==> src/rtl/core/olad_pkg.sv <==
// Shared types and codes for the ordered list block.
`timescale 1ns / 1ps
package olad_pkg;

  localparam logic [1:0] OP_INSERT = 2'd0;
  localparam logic [1:0] OP_DELETE = 2'd1;
  localparam logic [1:0] OP_SHOW   = 2'd2;
  localparam logic [1:0] OP_CLEAR  = 2'd3;

  localparam logic [2:0] ST_INSERTED = 3'd0;
  localparam logic [2:0] ST_FULL     = 3'd1;
  localparam logic [2:0] ST_REMOVED  = 3'd2;
  localparam logic [2:0] ST_NOTFOUND = 3'd3;
  localparam logic [2:0] ST_EMPTY    = 3'd4;
  localparam logic [2:0] ST_LISTED   = 3'd5;
  localparam logic [2:0] ST_CLEARED  = 3'd6;

  localparam logic [1:0] RA_ZERO = 2'd0;
  localparam logic [1:0] RA_NEXT = 2'd1;
  localparam logic [1:0] RA_SKIP = 2'd2;

  localparam logic [1:0] PTR_HOLD = 2'd0;
  localparam logic [1:0] PTR_CLR  = 2'd1;
  localparam logic [1:0] PTR_INC  = 2'd2;

  localparam logic [1:0] CNT_HOLD = 2'd0;
  localparam logic [1:0] CNT_INC  = 2'd1;
  localparam logic [1:0] CNT_DEC  = 2'd2;
  localparam logic [1:0] CNT_CLR  = 2'd3;

  localparam logic [1:0] IS_ZERO  = 2'd0;
  localparam logic [1:0] IS_RDATA = 2'd1;
  localparam logic [1:0] IS_VALUE = 2'd2;

  typedef struct packed {
    logic [1:0]         op;
    logic signed [31:0] value;
  } request_t;

  typedef struct packed {
    logic [2:0]         status;
    logic signed [31:0] item;
    logic               last;
  } result_t;

  typedef struct packed {
    logic       load;
    logic [1:0] raddr_sel;
    logic [1:0] ptr_op;
    logic [1:0] cnt_op;
    logic       wr_tail;
    logic       wr_shift;
    logic       emit;
    logic [2:0] emit_status;
    logic [1:0] emit_item;
    logic       emit_last;
  } dp_cmd_t;

  typedef struct packed {
    logic [1:0] op;
    logic       empty;
    logic       full;
    logic       match;
    logic       at_end;
  } dp_stat_t;

endpackage

==> src/rtl/core/olad_ctrl.sv <==
// Controller state machine sequencing insert, delete, show and clear.
`timescale 1ns / 1ps
module olad_ctrl (
  input  logic               clk,
  input  logic               rst,
  input  logic               start,
  output logic               busy,
  input  olad_pkg::dp_stat_t stat,
  output olad_pkg::dp_cmd_t  cmd
);

  localparam logic [2:0] S_IDLE     = 3'd0;
  localparam logic [2:0] S_DISPATCH = 3'd1;
  localparam logic [2:0] S_SCAN     = 3'd2;
  localparam logic [2:0] S_SHIFT    = 3'd3;
  localparam logic [2:0] S_SHOW     = 3'd4;

  logic [2:0] state;
  logic [2:0] state_next;

  always_ff @(posedge clk) begin
    if (rst) begin
      state <= S_IDLE;
    end else begin
      state <= state_next;
    end
  end

  assign busy = (state != S_IDLE);

  always_comb begin
    state_next      = state;
    cmd             = '0;
    cmd.raddr_sel   = olad_pkg::RA_ZERO;
    cmd.ptr_op      = olad_pkg::PTR_HOLD;
    cmd.cnt_op      = olad_pkg::CNT_HOLD;
    cmd.emit_item   = olad_pkg::IS_ZERO;
    cmd.emit_status = olad_pkg::ST_INSERTED;
    unique case (state)
      S_IDLE: begin
        if (start) begin
          cmd.load   = 1'b1;
          state_next = S_DISPATCH;
        end
      end
      S_DISPATCH: begin
        cmd.ptr_op    = olad_pkg::PTR_CLR;
        cmd.raddr_sel = olad_pkg::RA_ZERO;
        cmd.emit_last = 1'b1;
        unique case (stat.op)
          olad_pkg::OP_INSERT: begin
            cmd.emit = 1'b1;
            if (stat.full) begin
              cmd.emit_status = olad_pkg::ST_FULL;
            end else begin
              cmd.wr_tail     = 1'b1;
              cmd.cnt_op      = olad_pkg::CNT_INC;
              cmd.emit_status = olad_pkg::ST_INSERTED;
            end
            state_next = S_IDLE;
          end
          olad_pkg::OP_CLEAR: begin
            cmd.emit        = 1'b1;
            cmd.cnt_op      = olad_pkg::CNT_CLR;
            cmd.emit_status = olad_pkg::ST_CLEARED;
            state_next      = S_IDLE;
          end
          default: begin
            if (stat.empty) begin
              cmd.emit        = 1'b1;
              cmd.emit_status = olad_pkg::ST_EMPTY;
              state_next      = S_IDLE;
            end else if (stat.op == olad_pkg::OP_DELETE) begin
              state_next = S_SCAN;
            end else begin
              state_next = S_SHOW;
            end
          end
        endcase
      end
      S_SCAN: begin
        cmd.raddr_sel = olad_pkg::RA_NEXT;
        if (stat.match) begin
          state_next = S_SHIFT;
        end else if (stat.at_end) begin
          cmd.emit        = 1'b1;
          cmd.emit_status = olad_pkg::ST_NOTFOUND;
          cmd.emit_last   = 1'b1;
          state_next      = S_IDLE;
        end else begin
          cmd.ptr_op = olad_pkg::PTR_INC;
        end
      end
      S_SHIFT: begin
        cmd.raddr_sel = olad_pkg::RA_SKIP;
        if (stat.at_end) begin
          cmd.cnt_op      = olad_pkg::CNT_DEC;
          cmd.emit        = 1'b1;
          cmd.emit_status = olad_pkg::ST_REMOVED;
          cmd.emit_item   = olad_pkg::IS_VALUE;
          cmd.emit_last   = 1'b1;
          state_next      = S_IDLE;
        end else begin
          cmd.wr_shift = 1'b1;
          cmd.ptr_op   = olad_pkg::PTR_INC;
        end
      end
      S_SHOW: begin
        cmd.raddr_sel   = olad_pkg::RA_NEXT;
        cmd.ptr_op      = olad_pkg::PTR_INC;
        cmd.emit        = 1'b1;
        cmd.emit_status = olad_pkg::ST_LISTED;
        cmd.emit_item   = olad_pkg::IS_RDATA;
        cmd.emit_last   = stat.at_end;
        if (stat.at_end) begin
          state_next = S_IDLE;
        end
      end
      default: begin
        state_next = S_IDLE;
      end
    endcase
  end

endmodule

==> src/rtl/core/olad_dp.sv <==
// Datapath: entry memory, fill count, walk pointer and result register.
`timescale 1ns / 1ps
module olad_dp #(
  parameter int CAPACITY = 16
) (
  input  logic               clk,
  input  logic               rst,
  input  olad_pkg::request_t request,
  input  olad_pkg::dp_cmd_t  cmd,
  output olad_pkg::dp_stat_t stat,
  output logic               done,
  output olad_pkg::result_t  result
);

  localparam int AW = (CAPACITY > 1) ? $clog2(CAPACITY) : 1;
  localparam int CW = $clog2(CAPACITY + 1);

  logic signed [31:0] mem [CAPACITY];
  logic signed [31:0] rdata;
  logic [AW-1:0]      raddr;
  logic [AW-1:0]      waddr;
  logic signed [31:0] wdata;
  logic               wen;
  logic [AW-1:0]      ptr;
  logic [CW-1:0]      count;
  logic [1:0]         op;
  logic signed [31:0] value;

  always_comb begin
    case (cmd.raddr_sel)
      olad_pkg::RA_NEXT: raddr = ptr + AW'(1);
      olad_pkg::RA_SKIP: raddr = ptr + AW'(2);
      default:           raddr = '0;
    endcase
  end

  assign wen   = cmd.wr_tail | cmd.wr_shift;
  assign waddr = cmd.wr_tail ? count[AW-1:0] : ptr;
  assign wdata = cmd.wr_tail ? value : rdata;

  always_ff @(posedge clk) begin
    if (wen) begin
      mem[waddr] <= wdata;
    end
    rdata <= mem[raddr];
  end

  always_ff @(posedge clk) begin
    if (cmd.load) begin
      op    <= request.op;
      value <= request.value;
    end
    case (cmd.ptr_op)
      olad_pkg::PTR_CLR: ptr <= '0;
      olad_pkg::PTR_INC: ptr <= ptr + AW'(1);
      default:           ptr <= ptr;
    endcase
  end

  always_ff @(posedge clk) begin
    if (rst) begin
      count <= '0;
    end else begin
      case (cmd.cnt_op)
        olad_pkg::CNT_INC: count <= count + CW'(1);
        olad_pkg::CNT_DEC: count <= count - CW'(1);
        olad_pkg::CNT_CLR: count <= '0;
        default:           count <= count;
      endcase
    end
  end

  assign stat.op     = op;
  assign stat.empty  = (count == '0);
  assign stat.full   = (count == CW'(CAPACITY));
  assign stat.match  = (rdata == value);
  assign stat.at_end = ((CW'(ptr) + CW'(1)) == count);

  always_ff @(posedge clk) begin
    if (rst) begin
      done <= 1'b0;
    end else begin
      done <= cmd.emit;
    end
  end

  always_ff @(posedge clk) begin
    if (cmd.emit) begin
      result.status <= cmd.emit_status;
      result.last   <= cmd.emit_last;
      case (cmd.emit_item)
        olad_pkg::IS_RDATA: result.item <= rdata;
        olad_pkg::IS_VALUE: result.item <= value;
        default:            result.item <= '0;
      endcase
    end
  end

endmodule

==> src/rtl/core/ordered_list_append_delete.sv <==
// Top level of the ordered list: controller joined to datapath.
// Insert, clear and empty cases give their single result.
// Show of n entries: n results, one entry a cycle, with no gap between them.
// Delete over n entries: a single result, removed or, when nothing matches, not found.
// A new transfer is taken at the edge that ends the last result.
// Synchronous reset empties the list; the receiver cannot stall results.
`timescale 1ns / 1ps
module ordered_list_append_delete #(
  parameter int CAPACITY = 16
) (
  input  logic               clk,
  input  logic               rst,
  input  logic               start,
  output logic               busy,
  input  olad_pkg::request_t request,
  output logic               done,
  output olad_pkg::result_t  result
);

  olad_pkg::dp_cmd_t  cmd;
  olad_pkg::dp_stat_t stat;

  olad_ctrl u_ctrl (
    .clk   (clk),
    .rst   (rst),
    .start (start),
    .busy  (busy),
    .stat  (stat),
    .cmd   (cmd)
  );

  olad_dp #(
    .CAPACITY (CAPACITY)
  ) u_dp (
    .clk     (clk),
    .rst     (rst),
    .request (request),
    .cmd     (cmd),
    .stat    (stat),
    .done    (done),
    .result  (result)
  );

endmodule

==> config.mk <==
export PLATFORM = sky130hd
export DESIGN_NAME = ordered_list_append_delete
export DESIGN_NICKNAME = d
export VERILOG_FILES = /design/src/rtl/core/olad_pkg.sv /design/src/rtl/core/olad_ctrl.sv /design/src/rtl/core/olad_dp.sv /design/src/rtl/core/ordered_list_append_delete.sv
export SDC_FILE = /design/constraint.sdc
export NUM_CORES = 1
export LEC_CHECK = 0
export BUFFER_PORTS_ARGS = -buffer_cell sky130_fd_sc_hd__buf_4
export CORE_UTILIZATION = 60
export CTS_BUF_LIST = sky130_fd_sc_hd__clkbuf_8 sky130_fd_sc_hd__clkbuf_16
export CTS_CLUSTER_DIAMETER = 120
export DETAILED_ROUTE_END_ITERATION = 10
export PLACE_DENSITY_LB_ADDON = 0.25
export SLEW_MARGIN = 0
export SYNTH_ARGS = -nofsm -noshare
export SYNTH_HDL_FRONTEND = slang
export SYNTH_SLANG_ARGS = --single-unit
==> constraint.sdc <==
create_clock -name clk -period 9.49 [get_ports clk]
set_input_delay 1.898 -clock clk [delete_from_list [all_inputs] [get_ports clk]]
set_output_delay 1.898 -clock clk [all_outputs]
set_load 0.01 [all_outputs]
==> reports/qor.txt, run 1 <==
PostCTS Resize Cnt: 0
Initial antenna violation count: 1
Rel. slew slack: 0.2569
Comb power frac: 0.029
I/O pin cnt: 75
Total core area: 40,920 µm²
Clock-pin slew on the worst setup and hold paths: 0.06 ns
Worst setup EP type: flip-flop
Iter 0 DRT Violations: 1,371
Min Tclk post-route: 4.597 ns
Drt pass-1 iters: 5
Clock root buffer master: clkbuf_16
Max Root-Sink Buffers: 3
Largest family of logic cells by synthesized area: multiplexers
Total Power: 5654 µW
Die height: 205.8 µm
Global-route wire length before repair: 83,320 µm
Crit path DAT: 5.06 ns
Vias in the first global route: 12,830
Share of layout cells above drive strength 1: 0.2455
Hold Fails Final Rpt: 0
Clock sinks: 627
Slew @ Worst Pin: 1.115 ns
Startpoint class of the critical path: flip-flop
Worst Skew: 0.01530 ns
Sequential power share: 0.544
Routed WL: 57,320 µm
Via/cell ratio: 6.420
Cell Area, Synth: 24,930 µm²
Via count: 12,720
Worst skew pair latency: 0.62 ns
Final Max Tran Viols: 0
TritonCTS clock tree: done
Sw frac: 0.2013
P_int: 4516 µW
Max Fclk: 217.5 MHz
FF+latch count, synth: 627
Most used DFF post-synth: edfxtp_1
Inst Count DP: 1,866
Final HPWL from detailed placement: 30,360 µm
Row count: 74
Hold path startpoint: u_dp.rdata[8]
Compound-Gate Fraction of Synth Area: 0.02480
Cell Count, Final, Fillers Out: 1,982
Post-synthesis sequential area ratio: 0.7388
CP Class: flip-flop to flip-flop
Synth unique cells: 60
Diode count: 0
Reg2reg start: u_ctrl.state[1]
CTS Buf Count: 61
Die area: 42,370 µm²
P_leak: 0.009069 µW
Fin nets: 1,448
Path depth of the worst reg2reg path: 9
VDD IR-drop max: 0.1501 mV
Post-synthesis async set-or-reset flop share: 0
Postcts setup bufs: 0
Post-route ant nets: 0
Final setup violation count: 0
EDFF count, synth: 586
Status: completed
Yosys warns: 0
Setup TNS: 0 ns
Layout area overhead: 12.92%
Max FO, Critical Path: 62
Synth Net Count: 1,347
RD Place Congestion: 0.8081
WL/cell: 28.92 µm
Max_cap viols: 0
Flop2flop setup slack: 4.89 ns
Endpoint of the lowest-slack register-to-register path: u_dp.rdata[24]
Synthesized instance count: 1,296
# hold bufs at CTS: 0
Hold crit path type: flip-flop to flip-flop
Unrepaired setup endpoints after global routing: no
Switch Pwr: 1138 µW
All-Layer GR Usage: 0.2809
Critical Path RT: 9.95 ns
Pin count of the biggest net entering global routing: 63
Htree depth: 2
Mux cell area share after synthesis: 0.1546
Die width: 205.8 µm
Hold Path Depth: 2
Final period utilization: 0.4844
Initial core utilization: 0.6091
Synth Area in XOR/XNOR: 0.01300
GRT overflow: 0
PD cells: 200.9 nW/µm²
DRC: 0
Synthesized area per cell: 19.23 µm²
Simple-gate share of the synthesized area: 0.04031
Clk pwr share: 0.427
Worst hold endpoint: u_dp.result[9]
Synth Area in Adders: 0.007328
Buffers on Ports: 74
## power groups by stage
| stage | clock [µW] | sequential (µW) | combinational [µW] |
|---|---|---|---|
| after global placement | 0 | 3130 | 158 |
| after floorplan | 0 | 3130 | 85.6 |
| after global routing | 2550 | 3080 | 176 |
| after detailed placement | 0 | 3130 | 163 |
| final | 2420 | 3070 | 165 |
| after CTS | 2450 | 3070 | 164 |
## worst max-delay path: stages (launching register included)
cell and delay [ns]:
dfxtp_1 0.57, nand2b_1 0.19, a21oi_1 0.27, ha_1 0.38, nor2_4 0.80, buf_4 0.63, buf_4 0.80, mux4_2 0.41
mux2i_1 0.22, mux2i_1 0.12
## cell usage after synthesis (2+ instances only)
library cell	n	area share
o32a_1	2	0.00080
nor3_1	5	0.0010
nand3_1	4	0.00080
mux2i_1	96	0.039
inv_1	19	0.0029
buf_2	25	0.0050
o31ai_1	2	0.00060
a31oi_1	7	0.0018
and3_1	4	0.0010
xor2_1	2	0.00070
or4_1	2	0.00060
nor2_1	64	0.0096
o21a_1	2	0.00060
buf_4	4	0.0012
and2_1	3	0.00075
nand4_1	9	0.0023
mux4_2	128	0.12
dfxtp_1	41	0.033
or3_1	2	0.00050
a21o_1	2	0.00060
a32o_1	3	0.0012
a21oi_1	8	0.0016
nand2_1	108	0.016
a22o_1	2	0.00070
nand2b_1	6	0.0015
nor2b_1	4	0.0010
or2_1	2	0.00050
nor4_1	2	0.00050
a22oi_1	36	0.011
buf_6	21	0.0095
ha_1	13	0.0065
clkbuf_1	14	0.0021
edfxtp_1	586	0.71
xnor2_1	35	0.012
and4b_1	2	0.00080
o21ai_0	4	0.00080
o21ai_1	4	0.00080
## cell families after synthesis
| logic type | Yosys count |
|---|---|
| XOR/XNOR | 37 |
| flip-flops | 627 |
| multiplexers | 225 |
| adder cells (fa/ha/maj) | 14 |
| AND/OR/NAND/NOR | 225 |
| AO/OA/AOI/OAI | 83 |
| buffers and inverters | 85 |
## area by class of cell
| type | instances | area, µm² |
|---|---|---|
| sequential | 627 | 18420 |
| multi-input combinational | 584 | 6168 |
| tap | 532 | 665.6 |
| timing repair buffer | 103 | 773.2 |
| fill | 2501 | 12770 |
| clock buffer | 70 | 1662 |
| clock inverter | 46 | 385.4 |
| inverter | 20 | 77.57 |
## cells in the final DEF (no fill, tap or decap), types with 35 or more instances in the layout
| cell | count |
|---|---|
| mux2i_1 | 96 |
| nor2_1 | 45 |
| dfxtp_1 | 41 |
| a22oi_1 | 36 |
| xnor2_1 | 35 |
| mux4_2 | 128 |
| buf_4 | 103 |
| nand2_1 | 108 |
| edfxtp_1 | 586 |
| clkbuf_16 | 62 |
## routing by layer
metal | share of wire | vias to the layer above | track usage | wire length [µm]
met3 | 0.075 | 128 | 0.03991 | 4320
met1 | 0.39 | 6572 | 0.3896 | 22480
met2 | 0.49 | 628 | 0.4535 | 28230
met5 | 0.00021 | - | 0 | 12
li1 | - | 5394 | - | -
met4 | 0.040 | 2 | 0.1161 | 2275
## worst max path at each step
stage,cells after the start,endpoint,from,slack (ns)
after floorplan,2,u_dp.op[0],start,5.70
after global placement,9,u_dp.rdata[24],u_ctrl.state[1],5.14
after detailed placement,9,u_dp.rdata[24],u_ctrl.state[1],4.91
after CTS,9,u_dp.rdata[24],u_ctrl.state[1],4.90
after global routing,10,u_dp.rdata[24],u_ctrl.state[1],4.65
final,9,u_dp.rdata[24],u_ctrl.state[1],4.89
## metrics by stage
stage	hold slack (ns)	setup slack (ns)	util	area [µm²]
2_1_floorplan	0.5494	5.698	-	24930
3_5_place_dp	0.6324	4.909	0.6378	26100
6_report	0.6472	4.893	0.6878	28150
5_1_grt	0.6945	4.651	0.6878	28150
3_3_place_gp	0.6087	5.145	0.6378	26100
4_1_cts	0.6510	4.899	0.6878	28150
## state kept, by name, indices dropped and copies added, names as in the netlist
register,count
u_dp.mem,512
u_dp.result,36
u_dp.rdata,32
u_dp.value,32
u_dp.count,5
u_dp.ptr,4
u_ctrl.state,3
u_dp.op,2
u_dp.done,1
(Power assumes the default switching activity.)
==> run 2: changes to the inputs <==
Settings changed: CORE_UTILIZATION 60 to 56.
Clock period 9.49 ns to 3.95 ns, I/O delays scaled along.
==> run 2 against run 1 <==
  * Worst setup slack lost 4.4 ns
  * Sequential share of layout area is 0.95 points lower
  * Maximum frequency is 32% higher
  * Register-to-register slack got worse by 4.4 ns
  * Clock skew up 0.0088 ns
  * Worst hold slack worse by 0.31 ns
  * Routed wire length fell by 2.6%
  * Sequential cell count did not move
  * Largest power group unchanged
==> reports/qor.txt, run 2 (same netlist as run 1, synthesis figures left out) <==
Initial antenna violation count: 0 (was 1)
Sequential power share: 0.539 (was 0.544)
Final setup violation count: 0 (unchanged)
GRT overflow: 0 (unchanged)
Reg2reg start: u_dp.ptr[0] (was u_ctrl.state[1])
Initial core utilization: 0.5736 (was 0.6091)
Row count: 76 (was 74)
Final period utilization: 0.8800 (was 0.4844)
Final HPWL from detailed placement: 33,210 µm (was 30,360 µm)
I/O pin cnt: 75 (unchanged)
Unrepaired setup endpoints after global routing: no (unchanged)
Global-route wire length before repair: 82,590 µm (was 83,320 µm)
Final Max Tran Viols: 0 (unchanged)
Path depth of the worst reg2reg path: 8 (was 9)
Iter 0 DRT Violations: 1,334 (was 1,371)
Share of layout cells above drive strength 1: 0.2531 (was 0.2455)
Max Fclk: 287.7 MHz (was 217.5 MHz)
Fin util: 0.6573 (was 0.6878)
# hold bufs at CTS: 0 (unchanged)
Commonest non-fill, non-tap cell in the layout: edfxtp_1 (unchanged)
Flop2flop setup slack: 0.47 ns (was 4.89 ns)
Die width: 213.0 µm (was 205.8 µm)
P_leak: 0.009198 µW (was 0.009069 µW)
Comb power frac: 0.029 (about the same)
Hold Path Depth: 1 (was 2)
Slew @ Worst Pin: 1.171 ns (was 1.115 ns)
Clock root buffer master: clkbuf_16 (unchanged)
Startpoint class of the critical path: flip-flop (unchanged)
Total core area: 43,460 µm² (was 40,920 µm²)
Worst path bufs/invs: 1 (was 2)
RD Place Congestion: 0.8643 (was 0.8081)
Die height: 213.0 µm (was 205.8 µm)
Die area: 45,360 µm² (was 42,370 µm²)
Worst skew pair latency: 0.63 ns (was 0.62 ns)
Most flops, register: u_dp.mem (unchanged)
Clock sinks: 627 (unchanged)
CTS Buf Count: 60 (was 61)
Rel. slew slack: 0.2178 (was 0.2569)
Delay-heaviest family, CP: compound AO/OA/AOI/OAI gates (was buffers and inverters)
Placed Area: 26,520 µm² (was 26,100 µm²)
Hold crit path type: input pin to flip-flop (was flip-flop to flip-flop)
Critical-path cell list: ha_1 -> xor2_1 -> a211oi_2 -> nand2_1 -> or2_1 -> a22oi_1 -> nor2_4 -> buf_12 (was nand2b_1 -> a21oi_1 -> ha_1 -> nor2_4 -> buf_4 -> buf_4 -> mux4_2 -> mux2i_1 -> mux2i_1)
Crit path DAT: 3.84 ns (was 5.06 ns)
Diode count: 0 (unchanged)
Via/cell ratio: 6.152 (was 6.420)
Sw frac: 0.1995 (was 0.2013)
WL/cell: 27.28 µm (was 28.92 µm)
P_int: 10,970 µW (was 4516 µW)
Max_cap viols: 0 (unchanged)
Worst hold endpoint: u_dp.op[0] (was u_dp.result[9])
Commonest non-fill, non-tap cells in the layout: edfxtp_1 (586), mux4_2 (128), nand2_1 (108) (unchanged)
Final Cell Area: 28,560 µm² (was 28,150 µm²)
Status: completed (unchanged)
Pin count of the biggest net entering global routing: 65 (was 63)
Switch Pwr: 2734 µW (was 1138 µW)
Drt pass-1 iters: 5 (unchanged)
VDD IR-drop max: 0.4415 mV (was 0.1501 mV)
Min Tclk post-route: 3.476 ns (was 4.597 ns)
Worst hold slack: 0.3407 ns (was 0.6472 ns)
Worst Skew: 0.02410 ns (was 0.01530 ns)
Fillers: 2,884 (was 2,501)
Setup TNS: 0 ns (unchanged)
Largest register FFs: 512 (unchanged)
Inst Count DP: 1,934 (was 1,866)
Routed WL: 55,840 µm (was 57,320 µm)
Cell Count, Final, Fillers Out: 2,047 (was 1,982)
Fin nets: 1,462 (was 1,448)
Post-route ant nets: 0 (unchanged)
Endpoint of the lowest-slack register-to-register path: u_dp.mem[13][18] (was u_dp.rdata[24])
CP Class: flip-flop to flip-flop (unchanged)
Layout area overhead: 14.59% (was 12.92%)
Vias in the first global route: 12,910 (was 12,830)
Max FO, Critical Path: 20 (was 62)
Buffers on Ports: 74 (unchanged)
Leading registers by flop count: u_dp.mem: 512 flops, u_dp.result: 36 flops (unchanged)
Clk pwr share: 0.432 (was 0.427)
CP peak stage delay: 0.79 ns (was 0.80 ns)
Postcts setup bufs: 0 (unchanged)
Hold path startpoint: request[32] (was u_dp.rdata[8])
Max stage delay cell, worst path: a22oi_1 (was nor2_4)
All-Layer GR Usage: 0.2562 (was 0.2809)
Critical Path RT: 4.31 ns (was 9.95 ns)
Worst setup EP type: flip-flop (unchanged)
Clock-pin slew on the worst setup and hold paths: 0.06 ns (about the same)
Via count: 12,590 (was 12,720)
Max Root-Sink Buffers: 3 (unchanged)
PD cells: 479.7 nW/µm² (was 200.9 nW/µm²)
PostCTS Resize Cnt: 0 (unchanged)
TritonCTS clock tree: done (unchanged)
Hold Fails Final Rpt: 0 (unchanged)
Htree depth: 2 (unchanged)
DRC: 0 (unchanged)
## run 2: changes by cell type in the layout (fill, tap and decap cells not counted)
| cell | change |
|---|---|
| ha_1 | +1 |
| clkbuf_8 | -5 |
| ha_2 | -1 |
| clkinv_4 | -1 |
| buf_12 | +19 |
| clkbuf_16 | -1 |
| inv_1 | -5 |
| inv_6 | +1 |
| buf_4 | -4 |
| clkinv_16 | -1 |
| clkinv_2 | +3 |
| clkinv_1 | +2 |
| bufinv_16 | +4 |
## run 2: worst max-delay path by stage
| stage | start | endpoint | depth (start not counted) |
|---|---|---|---|
| 3_5_place_dp | u_dp.ptr[0] | u_dp.mem[5][17] | 7 |
| 5_1_grt | u_dp.ptr[0] | u_dp.mem[5][9] | 7 |
| 2_1_floorplan | u_dp.ptr[1] | u_dp.mem[6][0] | 7 |
| 4_1_cts | u_dp.ptr[0] | u_dp.mem[5][9] | 7 |
| 3_3_place_gp | u_dp.ptr[0] | u_dp.mem[13][16] | 8 |
| 6_report | u_dp.ptr[0] | u_dp.mem[13][18] | 8 |
## run 2: area by class of cell
cell class,count,area [µm²],share of cell area
clock buffers,64,1568,0.05489
clock inverters,49,479.2,0.01678
inverters,20,77.57,0.002716
multi-input cells,584,6166,0.2159
flip-flops and latches,627,18420,0.6448
well taps,585,732.0,0.02563
repair buffers,118,1124,0.03934
## run 2: power by group through the flow
stage | Sequential, µW | Combinational [µW] | Clock [µW]
2_1_floorplan | 7510 | 206 | 0
3_3_place_gp | 7530 | 387 | 0
3_5_place_dp | 7530 | 397 | 0
4_1_cts | 7390 | 398 | 5990
5_1_grt | 7390 | 428 | 6220
6_report | 7390 | 397 | 5910
## run 2: worst reg2reg max path, stage by stage (launching register included)
cell	delay, ns
edfxtp_1	0.56
ha_1	0.33
xor2_1	0.20
a211oi_2	0.29
nand2_1	0.11
or2_1	0.32
a22oi_1	0.79
nor2_4	0.32
buf_12	0.28
## run 2: layer usage
| layer | up-vias | track usage | routed length [µm] | part of all wire |
|---|---|---|---|---|
| met4 | 0 | 0.08459 | 1495 | 0.027 |
| met3 | 90 | 0.05192 | 4480 | 0.080 |
| li1 | 5408 | - | - | - |
| met1 | 6521 | 0.3533 | 22550 | 0.40 |
| met2 | 574 | 0.4126 | 27320 | 0.49 |
| met5 | - | 0 | 0 | 0 |
## run 2: per-stage QoR
| step | setup WS (ns) | power (µW) |
|---|---|---|
| global route | 0.3105 | 14040 |
| CTS | 0.4854 | 13780 |
| floorplan | 0.5829 | 7718 |
| finish | 0.4738 | 13700 |
| detailed placement | 0.5015 | 7927 |
| global placement | 0.6012 | 7914 |
